==> src/design/dmd_pkg.sv <==
// shared types and constants of the decimal multiply/divide unit
package dmd_pkg;

	localparam int unsigned MAG_W  = 128;
	localparam int unsigned PROD_W = 256;

	typedef logic [1:0] status_t;
	localparam status_t ST_OK      = 2'd0;
	localparam status_t ST_NULL    = 2'd1;
	localparam status_t ST_DIVZERO = 2'd2;
	localparam status_t ST_NONTERM = 2'd3;

	typedef logic [0:0] cfg_idx_t;
	localparam cfg_idx_t CFG_PRECISION = 1'd0;
	localparam cfg_idx_t CFG_SCALE     = 1'd1;

	localparam logic [5:0] PRECISION_RST = 6'd38;
	localparam logic [5:0] SCALE_RST     = 6'd0;

	typedef struct packed {
		logic               mode;
		logic signed [63:0] left_upper;
		logic [63:0]        left_lower;
		logic signed [63:0] right_upper;
		logic [63:0]        right_lower;
	} operand_t;

	typedef struct packed {
		logic signed [63:0] result_upper;
		logic [63:0]        result_lower;
		status_t            status;
	} result_t;

	typedef struct packed {
		logic start;
		logic done;
	} unit_ctl_t;

endpackage

==> src/design/dmd_div5.sv <==
// digit-serial divide by five, one hex digit a cycle
module dmd_div5 (
	input  logic                       clk,
	input  logic                       arst_n,
	input  logic                       start,
	input  logic [dmd_pkg::MAG_W-1:0]  c,
	output logic                       done,
	output logic                       exact,
	output logic [dmd_pkg::MAG_W-1:0]  quot
);

	localparam int unsigned DIGITS = dmd_pkg::MAG_W / 4;

	logic [dmd_pkg::MAG_W-1:0] c_q;
	logic [2:0]                rem_q;
	logic [4:0]                cnt_q;
	logic                      run_q;
	logic                      done_q;
	logic [6:0]                t;
	logic [3:0]                qd;
	logic [2:0]                rd;

	function automatic logic [6:0] div5_step(input logic [6:0] v);
		logic [6:0] rr;
		logic [3:0] qq;
		rr = v;
		qq = '0;
		for (int b = 3; b >= 0; b--) begin
			if (rr >= 7'(5 << b)) begin
				rr    = rr - 7'(5 << b);
				qq[b] = 1'b1;
			end
		end
		return {qq, rr[2:0]};
	endfunction

	assign t = {rem_q, c_q[dmd_pkg::MAG_W-1 -: 4]};
	assign {qd, rd} = div5_step(t);

	always_ff @(posedge clk or negedge arst_n) begin
		if (!arst_n) begin
			run_q  <= 1'b0;
			done_q <= 1'b0;
			cnt_q  <= '0;
		end else begin
			done_q <= 1'b0;
			if (start) begin
				run_q <= 1'b1;
				cnt_q <= '0;
			end else if (run_q) begin
				if (cnt_q == 5'(DIGITS - 1)) begin
					run_q  <= 1'b0;
					done_q <= 1'b1;
				end else begin
					cnt_q <= cnt_q + 5'd1;
				end
			end
		end
	end

	always_ff @(posedge clk) begin
		if (start) begin
			c_q   <= c;
			rem_q <= '0;
		end else if (run_q) begin
			c_q   <= {c_q[dmd_pkg::MAG_W-5:0], qd};
			rem_q <= rd;
		end
	end

	assign done  = done_q;
	assign exact = (rem_q == 3'd0);
	assign quot  = c_q;

endmodule

==> config.mk <==
export PLATFORM = sky130hd
export DESIGN_NAME = dmd_div5
export DESIGN_NICKNAME = d
export VERILOG_FILES = /design/src/design/dmd_pkg.sv /design/src/design/dmd_div5.sv
export SDC_FILE = /design/constraint.sdc
export NUM_CORES = 1
export LEC_CHECK = 0
export ABC_AREA = 1
export ABC_CLOCK_PERIOD_IN_PS = 10000
export BUFFER_PORTS_ARGS = -buffer_cell sky130_fd_sc_hd__buf_2
export CAP_MARGIN = 20
export CORE_MARGIN = 4
export CORE_UTILIZATION = 52
export CTS_CLUSTER_SIZE = 14
export DETAILED_ROUTE_END_ITERATION = 12
export GPL_ROUTABILITY_DRIVEN = 0
export PLACE_DENSITY = 0.85
export SYNTH_ARGS = -nofsm -noshare
export SYNTH_HDL_FRONTEND = slang
export SYNTH_SLANG_ARGS = --single-unit
==> constraint.sdc <==
create_clock -name clk -period 10 [get_ports clk]
set_input_delay 0.5 -clock clk [delete_from_list [all_inputs] [get_ports clk]]
set_output_delay 0.5 -clock clk [all_outputs]
set_load 0.01 [all_outputs]
## Word level (Yosys, flattened, before mapping)

Index checks and enable logic that the tools add are counted.

| cells by class | value |
|---|---|
| $lt $le $gt $ge | 4 |
| muxes and demuxes | 19 |
| equality and inequality tests | 2 |
| add/sub/neg operators | 5 |
| reduce and logical (&&, ||, !) cells | 3 |

Operator list:

| kind | number |
|---|---|
| $mux 128 | 2 |
| $mux 7 | 3 |
| $mux 5 | 3 |
| $mux 1 | 10 |
| $ge 7x3->1 const B | 1 |
| $ge 7x4->1 const B | 1 |
| $ge 7x5->1 const B | 1 |
| $ge 7x6->1 const B | 1 |
| $sub 7x4->7 const B | 1 |
| $sub 7x5->7 const B | 1 |
| $sub 7x6->7 const B | 1 |
| $add 5x1->5 const B | 1 |
| $eq 5x5->1 const B | 1 |
| $logic_not 3->1 | 1 |
| $mux 3 | 1 |
| $sub 3x3->3 const B | 1 |
| $ne 2x2->1 const B | 1 |
| $reduce_and 2->1 | 1 |
| $reduce_bool 2->1 | 1 |

| storage, ports and cells | value |
|---|---|
| output and inout bits | 130 |
| word-level logic and storage cells | 38 |
| bits in registers | 138 |
| bits of input ports | 131 |

## Longest topological paths before layout

Gate-level depths: netlist of run 1.

| depth | value |
|---|---|
| depth after elaboration | 10 |
| gate-level depth with buffers | 23 |
| gate-level depth less buffers | 23 |

## Worst setup path after synthesis of run 1

No wires, ideal clock.

| path | value |
|---|---|
| path kind | input-to-reg |
| start | input start |
| end | register c_q (netlist bit quot[0]) (enable) |
| arrival | 3582 ps |
| setup time | 481 ps |
| path buffers | 2 |
| stages on the path | 4 |
| data required time | 9519 ps |
| slack | 5937 ps |
| cells stage by stage | clkbuf_1 -> clkbuf_1 -> nor2_1 -> inv_1 |

| between the ends | value |
|---|---|
| cells in the longest elaborated chain, start to end | 1 |

RTL lines:

| element | RTL line | text |
|---|---|---|
| from (decl) | dmd_div5.sv:5 | `input logic start,` |
| $reduce_bool 2->1 (no source line) | n/a |  |
| to (signal assigned) | dmd_div5.sv:66 | `c_q <= {c_q[dmd_pkg::MAG_W-5:0], qd};` |
| to (decl) | dmd_div5.sv:14 | `logic [dmd_pkg::MAG_W-1:0] c_q;` |

No other way between the ends.
A chain may end at the register's enable or synchronous reset.

## Worst setup path in the final report of run 1

| path | value |
|---|---|
| start | register c_q (netlist bit quot[127]) |
| end | register rem_q[2] |

| between the ends | value |
|---|---|
| cells in the longest elaborated chain, start to end | 8 |
| elaborated cells on any way between the ends | 12 |
| classes of those cells | add/sub: 4; order compare: 4; mux: 4 |

RTL lines:

| element | RTL line | text |
|---|---|---|
| $sub 7x6->7 / $ge 7x6->1 (equally long branches) | dmd_div5.sv:30, dmd_div5.sv:29 |  |
| $mux 7 (*) | dmd_div5.sv:29 | `if (rr >= 7'(5 << b)) begin` |
| $sub 7x5->7 / $ge 7x5->1 (equally long branches) | dmd_div5.sv:30, dmd_div5.sv:29 |  |
| $mux 7 (*) | dmd_div5.sv:29 |  |
| $sub 7x4->7 / $ge 7x4->1 (equally long branches) | dmd_div5.sv:30, dmd_div5.sv:29 |  |
| $mux 7 (*) | dmd_div5.sv:29 |  |
| $ge 7x3->1 / $sub 3x3->3 (equally long branches) | dmd_div5.sv:29, dmd_div5.sv:30 |  |
| $mux 3 (*) | dmd_div5.sv:29 |  |
| to (signal assigned) | dmd_div5.sv:67 | `rem_q <= rd;` |
| to (decl) | dmd_div5.sv:15 | `logic [2:0] rem_q;` |

Mark *: on every way between the ends. The rest lies on a longest branch, timed or not.

==> run summary, run 1 <==
Critical path class: reg2reg
Sw frac: 0.305
Skew-Pair Late Insertion Delay: 0.42 ns
CP endpoint kind: flip-flop
Final nets: 1086
Final setup fails: 0
Drt pass-1 iters: 5
Max-cap violations: 0
Die area: 14200 µm²
Via Count: 5651
Syn_nets: 833
HP Class: in2reg
Finished Cell Area: 8550 µm²
Wire per inst: 14.9 µm
Placed Area: 7860 µm²
Num Clock Sinks: 138
Largest net degree at the start of global routing: 70
Ratio of cells with drive above 1 in the final layout: 0.334
Final Skew: 0.0108 ns
Setup bufs post-CTS: 0
Syn Area/Cell: 9.21 µm²
Die width: 119 µm
PortBufs: 260
CP Data Arrival Time: 2.98 ns
Number of synthesized register bits: 138
Cells after synthesis: 699
Vias in the first global route: 5337
Crit path launch type: flip-flop
Clock power frac: 0.359
Commonest cells after routing, fill and taps aside: 423 x nand2_1, 259 x buf_2, 128 x edfxtp_1
Core Box Area: 12100 µm²
Slew Viols, Final: 0
All-Layer GR Usage: 0.233
Final period util: 0.270
Initial antenna violation count: 0
Max FO, Critical Path: 8
Place WS: 6.91 ns
CTS Buf Count: 17
Initial Utilization: 0.534
Setup TNS: 0 ns
Io pins: 261
GRT overflow: 0
Row count: 40
Multi-input logic area: 2140 µm²
Reg area: 4080 µm²
Status: finished, final reports clean
DRC viols: 0
Leakage power: 4.49 nW
VDD IR-drop max: 0.000160 V
CTS clock-pin slew for the worst setup and hold paths: 0.06 ns
DRT antenna net count: 0
Wirelength, routed: 16.9 mm
Synthesized cell area: 6440 µm²
Fillers: 894
First-pass GRT wire length: 25.9 mm
Sequential area share after synthesis: 0.634
Total internal power: 0.00140 W
Peak Freq: 371 MHz
H-tree levels: 4
Via density: 4.99
Tmin final: 2.70 ns
RSZ-0062 raised after global routing: false
Final HPWL DP: 11.9 mm
Initial DRC count: 465
Ant. Diodes: 0
Rel. slew slack: 0.439
PwrDens: 235 nW/µm²
Synthesis warning total: 0
Combinational power share: 0.265
CTS tree: built
Fin worst setup slack: 7.30 ns
Req. time, crit path: 10.29 ns
Root buffer cell: clkbuf_16
Synth-to-layout area growth: 32.8%
Yosys cell types: 31
Sequential Power Share: 0.376
CTS resizes: 0
Commonest non-fill, non-tap cell in the layout: nand2_1
Chip Height: 119 µm
Net switching power: 0.000613 W
Endpoints failing hold: 0
CTS Buffer Depth: 2
Worst-margin pin slew: 0.842 ns
==> per-layer routing <==
metal  vias to the layer above  track usage  share of wire
met5                         -            0              0
met4                         0        0.109          0.029
met3                        37       0.0760          0.087
met2                       262        0.384           0.50
met1                      2598        0.279           0.39
li1                       2754            -              -
==> worst paths after layout <==
| path | startpoint | endpoint | slack, ns | depth (start not counted) |
|---|---|---|---|---|
| hold / removal | c[16] | quot[16] | 0.35 | 3 |
| min in group asynchronous | arst_n | cnt_q[2] | 0.48 | 2 |
| setup reg to reg | quot[127] | rem_q[2] | 7.30 | 17 |
| max in group asynchronous | arst_n | cnt_q[0] | 9.35 | 2 |
| hold reg to reg | cnt_q[4] | cnt_q[4] | 0.50 | 2 |
| setup / recovery | quot[127] | rem_q[2] | 7.30 | 17 |
==> cells in the mapped netlist <==
master / n / area, µm²
o21ai_0: 6 / 30.0
nand4_1: 3 / 18.8
xor2_1: 1 / 8.76
nand3b_1: 1 / 7.51
o21ai_1: 1 / 5.00
o21ai_4: 1 / 16.3
and3_1: 1 / 6.26
a21oi_4: 1 / 16.3
nand3_1: 18 / 90.1
inv_2: 4 / 15.0
a21oi_1: 5 / 25.0
inv_1: 23 / 86.3
nand3_2: 5 / 50.1
xnor2_1: 1 / 8.76
nor2_4: 2 / 22.5
clkbuf_1: 25 / 93.8
nand2_4: 5 / 56.3
a31oi_1: 2 / 12.5
buf_1: 4 / 15.0
edfxtp_1: 128 / 3840
nand2_2: 10 / 62.6
nor2_1: 10 / 37.5
ha_1: 3 / 37.5
buf_6: 1 / 11.3
dfrtp_1: 7 / 175
nor2_2: 2 / 12.5
dfxtp_1: 3 / 60.1
nand2_1: 423 / 1590
o21bai_1: 1 / 7.51
nor3_1: 1 / 5.00
o21bai_2: 1 / 11.3
==> repair_timing <==
item / 4_1_cts / 5_1_grt
setup endpoints to repair: 0 / 0
endpoints found under the hold margin: 7 / 0
hold buffers: 1 / 0
==> state kept, by name, summed over array words and instances, names as in the netlist <==
signal,cells
done,1
run_q,1
cnt_q,5
quot,128
rem_q,3
==> logic make-up after synthesis <==
group,count (synthesis),synth area share
buffers and inverters,57,0.0344
xor gates and xnor gates,2,0.00272
DFF,138,0.634
adders and majority gates,3,0.00583
and+or+nand+nor,481,0.304
AOI/OAI and AO/OA,18,0.0192
==> layout make-up <==
| type | count | share of cell area |
|---|---|---|
| clock buffers | 19 | 0.0507 |
| clock inverters | 13 | 0.0288 |
| inverters | 27 | 0.0124 |
| multi-input cells | 504 | 0.250 |
| flip-flops and latches | 138 | 0.477 |
| well taps | 168 | 0.0246 |
| repair buffers | 264 | 0.156 |
==> power by group through the flow <==
stage | Clock [W] | Sequential (W) | Combinational [W]
after global placement | 0 | 0.000763 | 0.000513
after CTS | 0.000733 | 0.000754 | 0.000533
after floorplan | 0 | 0.000782 | 0.000352
after detailed placement | 0 | 0.000763 | 0.000529
after global routing | 0.000755 | 0.000762 | 0.000591
final | 0.000721 | 0.000755 | 0.000533
==> metrics by stage <==
stage | hold slack, ns | power [W] | utilization | cells
after floorplan | 0.204 | 0.00113 | - | 699
after global placement | 0.342 | 0.00128 | 0.651 | 1100
after detailed placement | 0.345 | 0.00129 | 0.651 | 1100
after CTS | 0.331 | 0.00202 | 0.709 | 1133
after global routing | 0.339 | 0.00211 | 0.709 | 1133
final | 0.355 | 0.00201 | 0.709 | 1133
==> worst max-delay path: stages, from the launching register on <==
cell and delay (ns):
edfxtp_1 0.48, inv_1 0.14, ha_1 0.19, inv_1 0.08
a21oi_4 0.20, o21ai_4 0.11, nand2_2 0.10, nand3_2 0.12
nand2_4 0.12, o21ai_0 0.10, nor2_2 0.20, nand3_1 0.09
nand2_1 0.10, nand3_2 0.09, nor2_4 0.14, a21oi_1 0.06
o21bai_1 0.17, nand2_1 0.09
(Power assumes the default switching activity.)
==> run 2, diff against run 1 <==
==> config.mk (replaced) <==
export PLATFORM = sky130hd
export DESIGN_NAME = dmd_div5
export DESIGN_NICKNAME = d
export VERILOG_FILES = /design/src/design/dmd_pkg.sv /design/src/design/dmd_div5.sv
export SDC_FILE = /design/constraint.sdc
export NUM_CORES = 1
export LEC_CHECK = 0
export ABC_AREA = 0
export ABC_CLOCK_PERIOD_IN_PS = 2500
export BUFFER_PORTS_ARGS = -buffer_cell sky130_fd_sc_hd__buf_2
export CAP_MARGIN = 20
export CORE_MARGIN = 4
export CORE_UTILIZATION = 49
export CTS_CLUSTER_SIZE = 14
export DETAILED_ROUTE_END_ITERATION = 12
export GPL_ROUTABILITY_DRIVEN = 0
export PLACE_DENSITY = 0.81
export SYNTH_ARGS = -nofsm -noshare
export SYNTH_HDL_FRONTEND = slang
export SYNTH_SLANG_ARGS = --single-unit
==> constraint.sdc (replaced) <==
create_clock -name clk -period 2.5 [get_ports clk]
set_input_delay 0.125 -clock clk [delete_from_list [all_inputs] [get_ports clk]]
set_output_delay 0.125 -clock clk [all_outputs]
set_load 0.01 [all_outputs]
==> run 2 against run 1 <==
Global-route usage is 0.94 points higher. Flip-flop and latch count stayed put. Clock power increased to 3.6 times the previous value. The flow now finishes with violations (negative setup slack). Hold slack lost 0.34 ns. Synthesized cell count fell by 42%. Clock-buffer cell count up 1. Non-clock buffer count rose by 58. Via count is 13% lower. Sequential share of layout area decreased by 2.8 points. Combinational power rose to 3.9 times the previous value. Setup slack got worse by 7.6 ns. Final cell count is 20% lower.
==> run summary, run 2 <==
H-tree levels: 4 (unchanged)
Ant. Diodes: 0 (unchanged)
CP endpoint kind: flip-flop
Tmin final: 2.83 ns (+0.136 ns)
Initial Utilization: 0.503 (-0.0311)
Multi-input logic area: 2240 µm² (+4.9%)
Fin Hold WS: 0.0158 ns (-0.339 ns)
Post-synth top cells: 128 x edfxtp_1, 127 x mux2_2, 22 x clkbuf_1
Most used DFF post-synth: edfxtp_1
Die width: 122 µm (+2.3%)
Slew Viols, Final: 0 (unchanged)
Drt pass-1 iters: 5 (unchanged)
Total Power: 0.00771 W (+280%)
DRT antenna net count: 0 (unchanged)
Top-count cell post-synth: edfxtp_1
VDD IR-drop max: 0.000525 V (+230%)
Via density: 5.43 (+8.8%)
Root buffer cell: clkbuf_16
Chip Height: 122 µm (+2.3%)
Wire per inst: 20.0 µm (+34%)
Sequential area share after synthesis: 0.641 (+0.00685)
Wirelength, routed: 18.2 mm (+7.7%)
Initial DRC count: 344 (-26%)
Placed Cells incl. Taps: 841 (-24%)
Vias in the first global route: 5072 (-5.0%)
DRC viols: 0 (unchanged)
Finished Cell Area: 9080 µm² (+6.2%)
Fin worst setup slack: -0.331 ns (-7.64 ns)
Commonest non-fill, non-tap cell in the layout: buf_2
Synthesis warning total: 0 (unchanged)
Final HPWL DP: 11.9 mm (-0.34%)
Asr flop ratio synth: 0.0507 (unchanged)
Reg area: 4080 µm² (about the same)
Via Count: 4934 (-13%)
CTS Buf Count: 17 (unchanged)
All-Layer GR Usage: 0.243 (+0.00944)
Synthesized cell area: 6370 µm² (-1.1%)
Syn Area/Cell: 15.7 µm² (+70%)
Post-synth EDFFs: 128 (unchanged)
Commonest cells after routing, fill and taps aside: 259 x buf_2, 128 x edfxtp_1, 127 x mux2_2
Final setup fails: 4 (+4)
Ratio of cells with drive above 1 in the final layout: 0.630 (+0.296)
Skew-Pair Late Insertion Delay: 0.41 ns (about the same)
Yosys cell types: 49 (+58%)
Cell taking the most area after synthesis: edfxtp_1
Failing checks: negative setup slack
RSZ-0062 raised after global routing: true
Cells after synthesis: 406 (-42%)
Req. time, crit path: 2.83 ns (-7.46 ns)
Placed Area: 8080 µm² (+2.8%)
Synth top area share: 0.604 (+0.00645)
Synth-to-layout area growth: 42.6%
Row count: 41 (+2.5%)
Leakage power: 3.91 nW (-13%)
CTS Buffer Depth: 2 (unchanged)
Largest net degree at the start of global routing: 69 (-1.4%)
Io pins: 261 (unchanged)
Fillers: 838 (-6.3%)
Crit path launch type: flip-flop
Max-cap violations: 0 (unchanged)
Number of synthesized register bits: 138 (unchanged)
HP Class: in2reg
Final non-filler cell total: 909 (-20%)
Final Skew: 0.00545 ns (-0.00535 ns)
Largest register FFs: 128 (unchanged)
Status: finished, violations left
CTS tree: built
Worst-margin pin slew: 0.570 ns (-0.272 ns)
Final nets: 858 (-21%)
PwrDens: 849 nW/µm² (+260%)
Critical path class: reg2reg
Syn_nets: 540 (-35%)
Peak Freq: 353 MHz (-4.8%)
CP Data Arrival Time: 3.16 ns (+0.18 ns)
Largest cells by area after synthesis: edfxtp_1 60%, mux2_2 22%, dfrtp_1 2.8%, clkbuf_1 1.3%, dfxtp_1 0.94%
GRT overflow: 0 (unchanged)
Max FO, Critical Path: 6 (-2)
First-pass GRT wire length: 27.4 mm (+5.6%)
PortBufs: 260 (unchanged)
Rel. slew slack: 0.620 (+0.181)
Die area: 14900 µm² (+4.6%)
Initial antenna violation count: 0 (unchanged)
Endpoints failing hold: 0 (unchanged)
Final period util: 1.13 (+0.863)
Core Box Area: 12700 µm² (+5.1%)
CTS clock-pin slew for the worst setup and hold paths: 0.06 ns (about the same)
Num Clock Sinks: 138 (unchanged)
## run 2: cell count changes in the layout (fill, tap and decap cells not counted), moves of 5 or more
| cell | change |
|---|---|
| inv_1 | -17 |
| nand3_1 | -15 |
| nand2_2 | -10 |
| buf_4 | +19 |
| nand2_4 | -5 |
| clkinv_2 | +5 |
| nand3_2 | -5 |
| mux2_2 | +127 |
| dlygate4sd3_1 | +35 |
| nand2_1 | -414 |
## run 2: cell type report
cell class,instances,share of cell area
repair buffers,322,0.210
clock buffers,20,0.0514
flip-flops and latches,138,0.449
well taps,172,0.0237
multi-input cells,239,0.247
inverters,6,0.00248
clock inverters,12,0.0161
## run 2: path summary, 6_finish.rpt
path / start / to / slack (ns) / cells after the start
setup / recovery: quot[125] / rem_q[1] / -0.33 / 10
hold / removal: c[92] / quot[92] / 0.02 / 2
setup reg to reg: quot[125] / rem_q[1] / -0.33 / 10
min in group asynchronous: arst_n / done / 0.09 / 2
hold reg to reg: cnt_q[4] / cnt_q[4] / 0.55 / 2
max in group asynchronous: arst_n / run_q / 2.25 / 2
## run 2: routing by layer
layer / vias to the layer above / wire length [µm] / track usage
li1: 2233 / - / -
met3: 31 / 1610 / 0.0794
met2: 265 / 9500 / 0.416
met4: 0 / 363 / 0.0889
met5: - / 0 / 0
met1: 2405 / 6690 / 0.286
## run 2: critical path, cell delays in order, from the launching register on
cell and delay, ns:
edfxtp_1 0.38, or4_4 0.54, nor4b_4 0.35, a21oi_2 0.12, buf_4 0.17, mux2i_1 0.11
a211o_1 0.33, a211oi_1 0.35, buf_4 0.19, nand4b_1 0.10, o211ai_1 0.12
## run 2: power by group
group | total, W | switching [W] | internal (W)
clock | 0.00259 | 0.000953 | 0.00164
combinational | 0.00206 | 0.00104 | 0.00102
sequential | 0.00306 | 0.000178 | 0.00288
total | 0.00771 | 0.00217 | 0.00554
## run 2: logic make-up (layout without fill, tap and decap cells)
family,Yosys count,after routing,share of synthesized area
AOI/OAI and AO/OA,44,44,0.0456
muxes,131,131,0.231
xor gates and xnor gates,4,4,0.00550
buffers and inverters,29,360,0.0183
DFF,138,138,0.641
adders and majority gates,3,3,0.00590
and+or+nand+nor,57,57,0.0533
## run 2: timing repair
action | in CTS | in global routing
resized for setup | 4 | 4
endpoints found under the setup margin | 4 | 4
buffers inserted | 0 | 0
hold buffers | 29 | 7
endpoints found under the hold margin | 35 | 7
pin swaps | 2 | 0
cloned | 0 | 0
## run 2: per-stage QoR
step / utilization / setup TNS (ns) / setup WS, ns
CTS: 0.709 / -0.850 / -0.303
floorplan: - / -0.449 / -0.210
global route: 0.717 / -1.65 / -0.517
detailed placement: 0.637 / -0.805 / -0.294
global placement: 0.637 / -0.332 / -0.177
finish: 0.717 / -1.05 / -0.331
==> run 3, diff against run 2 <==
--- a/config.mk
+++ b/config.mk
@@ -6,7 +6,7 @@
 export NUM_CORES = 1
 export LEC_CHECK = 0
 export ABC_AREA = 0
-export ABC_CLOCK_PERIOD_IN_PS = 2500
+export ABC_CLOCK_PERIOD_IN_PS = 2900
 export BUFFER_PORTS_ARGS = -buffer_cell sky130_fd_sc_hd__buf_2
 export CAP_MARGIN = 20
 export CORE_MARGIN = 4
==> constraint.sdc (replaced) <==
create_clock -name clk -period 2.9 [get_ports clk]
set_input_delay 0.145 -clock clk [delete_from_list [all_inputs] [get_ports clk]]
set_output_delay 0.145 -clock clk [all_outputs]
set_load 0.01 [all_outputs]
==> run 3 against run 2 <==
The run now ends clean. Flip-flop and latch count stayed put. First-iteration DRC count is 14% lower. Wire length is 11% lower. Critical path type unchanged.
==> run summary, run 3 (synthesis results as in run 2) <==
Ratio of cells with drive above 1 in the final layout: 0.647 (+0.0179)
Commonest non-fill, non-tap cell in the layout: buf_2
Via density: 5.36 (-1.2%)
All-Layer GR Usage: 0.213 (-0.0298)
Initial antenna violation count: 0 (unchanged)
Vias in the first global route: 4841 (-4.6%)
Setup TNS: 0 ns (+1.05 ns)
Tmin final: 2.83 ns (-0.00499 ns)
Place WS: -0.158 ns (+0.136 ns)
Met2 Use GR: 0.364 (-0.0521)
Wirelength, routed: 16.3 mm (-11%)
HP Class: in2reg
Chip Height: 122 µm (unchanged)
PortBufs: 260 (unchanged)
CTS Buf Count: 17 (unchanged)
Drt pass-1 iters: 5 (unchanged)
Req. time, crit path: 3.24 ns (+0.41 ns)
Status: finished, final reports clean
CP Data Arrival Time: 3.16 ns (about the same)
Critical Path Slowest Stage Cell: or4b_1
Die width: 122 µm (unchanged)
Largest register FFs: 128 (unchanged)
Reg2Reg Depth: 10 (unchanged)
Wire per inst: 18.7 µm (-6.2%)
Max-cap violations: 0 (unchanged)
Fin worst setup slack: 0.0735 ns (+0.405 ns)
Commonest cells after routing, fill and taps aside: 259 x buf_2, 128 x edfxtp_1, 127 x mux2_2
Crit path launch type: flip-flop
Worst path max stage delay: 0.48 ns (-0.06 ns)
GRT overflow: 0 (unchanged)
H-tree levels: 4 (unchanged)
DRT antenna net count: 0 (unchanged)
Initial Utilization: 0.503 (unchanged)
Ant. Diodes: 0 (unchanged)
Final Skew: 0.00457 ns (-0.000878 ns)
Endpoints failing hold: 0 (unchanged)
CTS Buffer Depth: 2 (unchanged)
PwrDens: 735 nW/µm² (-13%)
DRC viols: 0 (unchanged)
Slew Viols, Final: 0 (unchanged)
Leakage power: 3.70 nW (-5.4%)
Worst hold path depth: 2 (unchanged)
Total Power: 0.00632 W (-18%)
Critical path class: reg2reg
CP endpoint kind: flip-flop
Final non-filler cell total: 867 (-4.6%)
Root buffer cell: clkbuf_16
Initial DRC count: 295 (-14%)
Row count: 41 (unchanged)
Final setup fails: 0 (-4)
Skew-Pair Late Insertion Delay: 0.42 ns (about the same)
Max FO, Critical Path: 7 (+1)
Final HPWL DP: 11.7 mm (-1.9%)
Final nets: 816 (-4.9%)
RSZ-0062 raised after global routing: true
Worst-margin pin slew: 0.670 ns (+0.100 ns)
Worst path cell trace: inv_1 -> ha_1 -> nor2b_4 -> or3_4 -> a221oi_2 -> nor4_1 -> nor4_2 -> o221ai_2 -> or4b_1 -> o211ai_1
Met3 Track Usage GR: 0.0873 (+0.00789)
First-pass GRT wire length: 24.4 mm (-11%)
CTS clock-pin slew for the worst setup and hold paths: 0.06 ns (about the same)
Largest net degree at the start of global routing: 60 (-13%)
Peak Freq: 354 MHz (+0.18%)
Rel. slew slack: 0.553 (-0.0668)
Global routing usage on met1: 0.241 (-0.0451)
Io pins: 261 (unchanged)
Fillers: 898 (+7.2%)
Final Util: 0.678 (-0.0381)
Core Box Area: 12700 µm² (unchanged)
CTS tree: built
Most Crowded Layer GR: met2
Via Count: 4648 (-5.8%)
Placed Cells incl. Taps: 828 (-1.5%)
Num Clock Sinks: 138 (unchanged)
Synth-to-layout area growth: 35.0%
Final period util: 0.975 (-0.158)
Die area: 14900 µm² (unchanged)
VDD IR-drop max: 0.000402 V (-23%)
run 3: worst max-delay path: cells and delay by family (launching register included):
kind	cells	cell delay, ns
adder cells (fa/ha/maj)	1	0.22
AND/OR/NAND/NOR	5	1.35
flip-flops	1	0.39
AO/OA/AOI/OAI	3	0.71
buffers and inverters	1	0.09
run 3: worst paths after layout:
path | from | to | slack (ns)
max | quot[127] | rem_q[1] | 0.07
min | c[13] | quot[13] | 0.03
max reg2reg | quot[127] | rem_q[1] | 0.07
min reg2reg | rem_q[0] | rem_q[0] | 0.54
max in group asynchronous | arst_n | cnt_q[2] | 2.64
min in group asynchronous | arst_n | done | 0.10
run 3: per-stage QoR:
stage,hold WS [ns],area [µm²]
3_3_place_gp,-0.0146,7920
2_1_floorplan,-0.151,6370
6_report,0.0259,8600
5_1_grt,0.00513,8600
4_1_cts,0.00636,8500
3_5_place_dp,-0.0150,7920
run 3: cell type report:
class / count / area (µm²) / share of cell area
Sequential cell: 138 / 4080 / 0.474
Multi-Input combinational cell: 240 / 2250 / 0.261
Timing Repair Buffer: 279 / 1470 / 0.171
Inverter: 6 / 22.5 / 0.00262
Tap cell: 172 / 215 / 0.0250
Clock inverter: 14 / 131 / 0.0153
Clock buffer: 18 / 429 / 0.0499
run 3: power by group:
group          switching [W]  total, W  internal, W
Sequential          0.000145   0.00263      0.00248
Clock               0.000814   0.00206      0.00125
Combinational       0.000848   0.00163     0.000782
run 3: per-layer routing:
layer	part of all wire	routed length [µm]	vias to the layer above
met5	0	0	-
met1	0.37	6090	2251
li1	-	-	2147
met3	0.099	1600	25
met4	0.018	287	0
met2	0.51	8270	225
run 3: repair_timing:
item,4_1_cts,5_1_grt
endpoints found under the hold margin,7,0
hold buffers,1,0
gates resized for setup,2,13
gates cloned,0,1
setup endpoints to repair,3,4
pin swaps,0,2
setup buffers,0,5
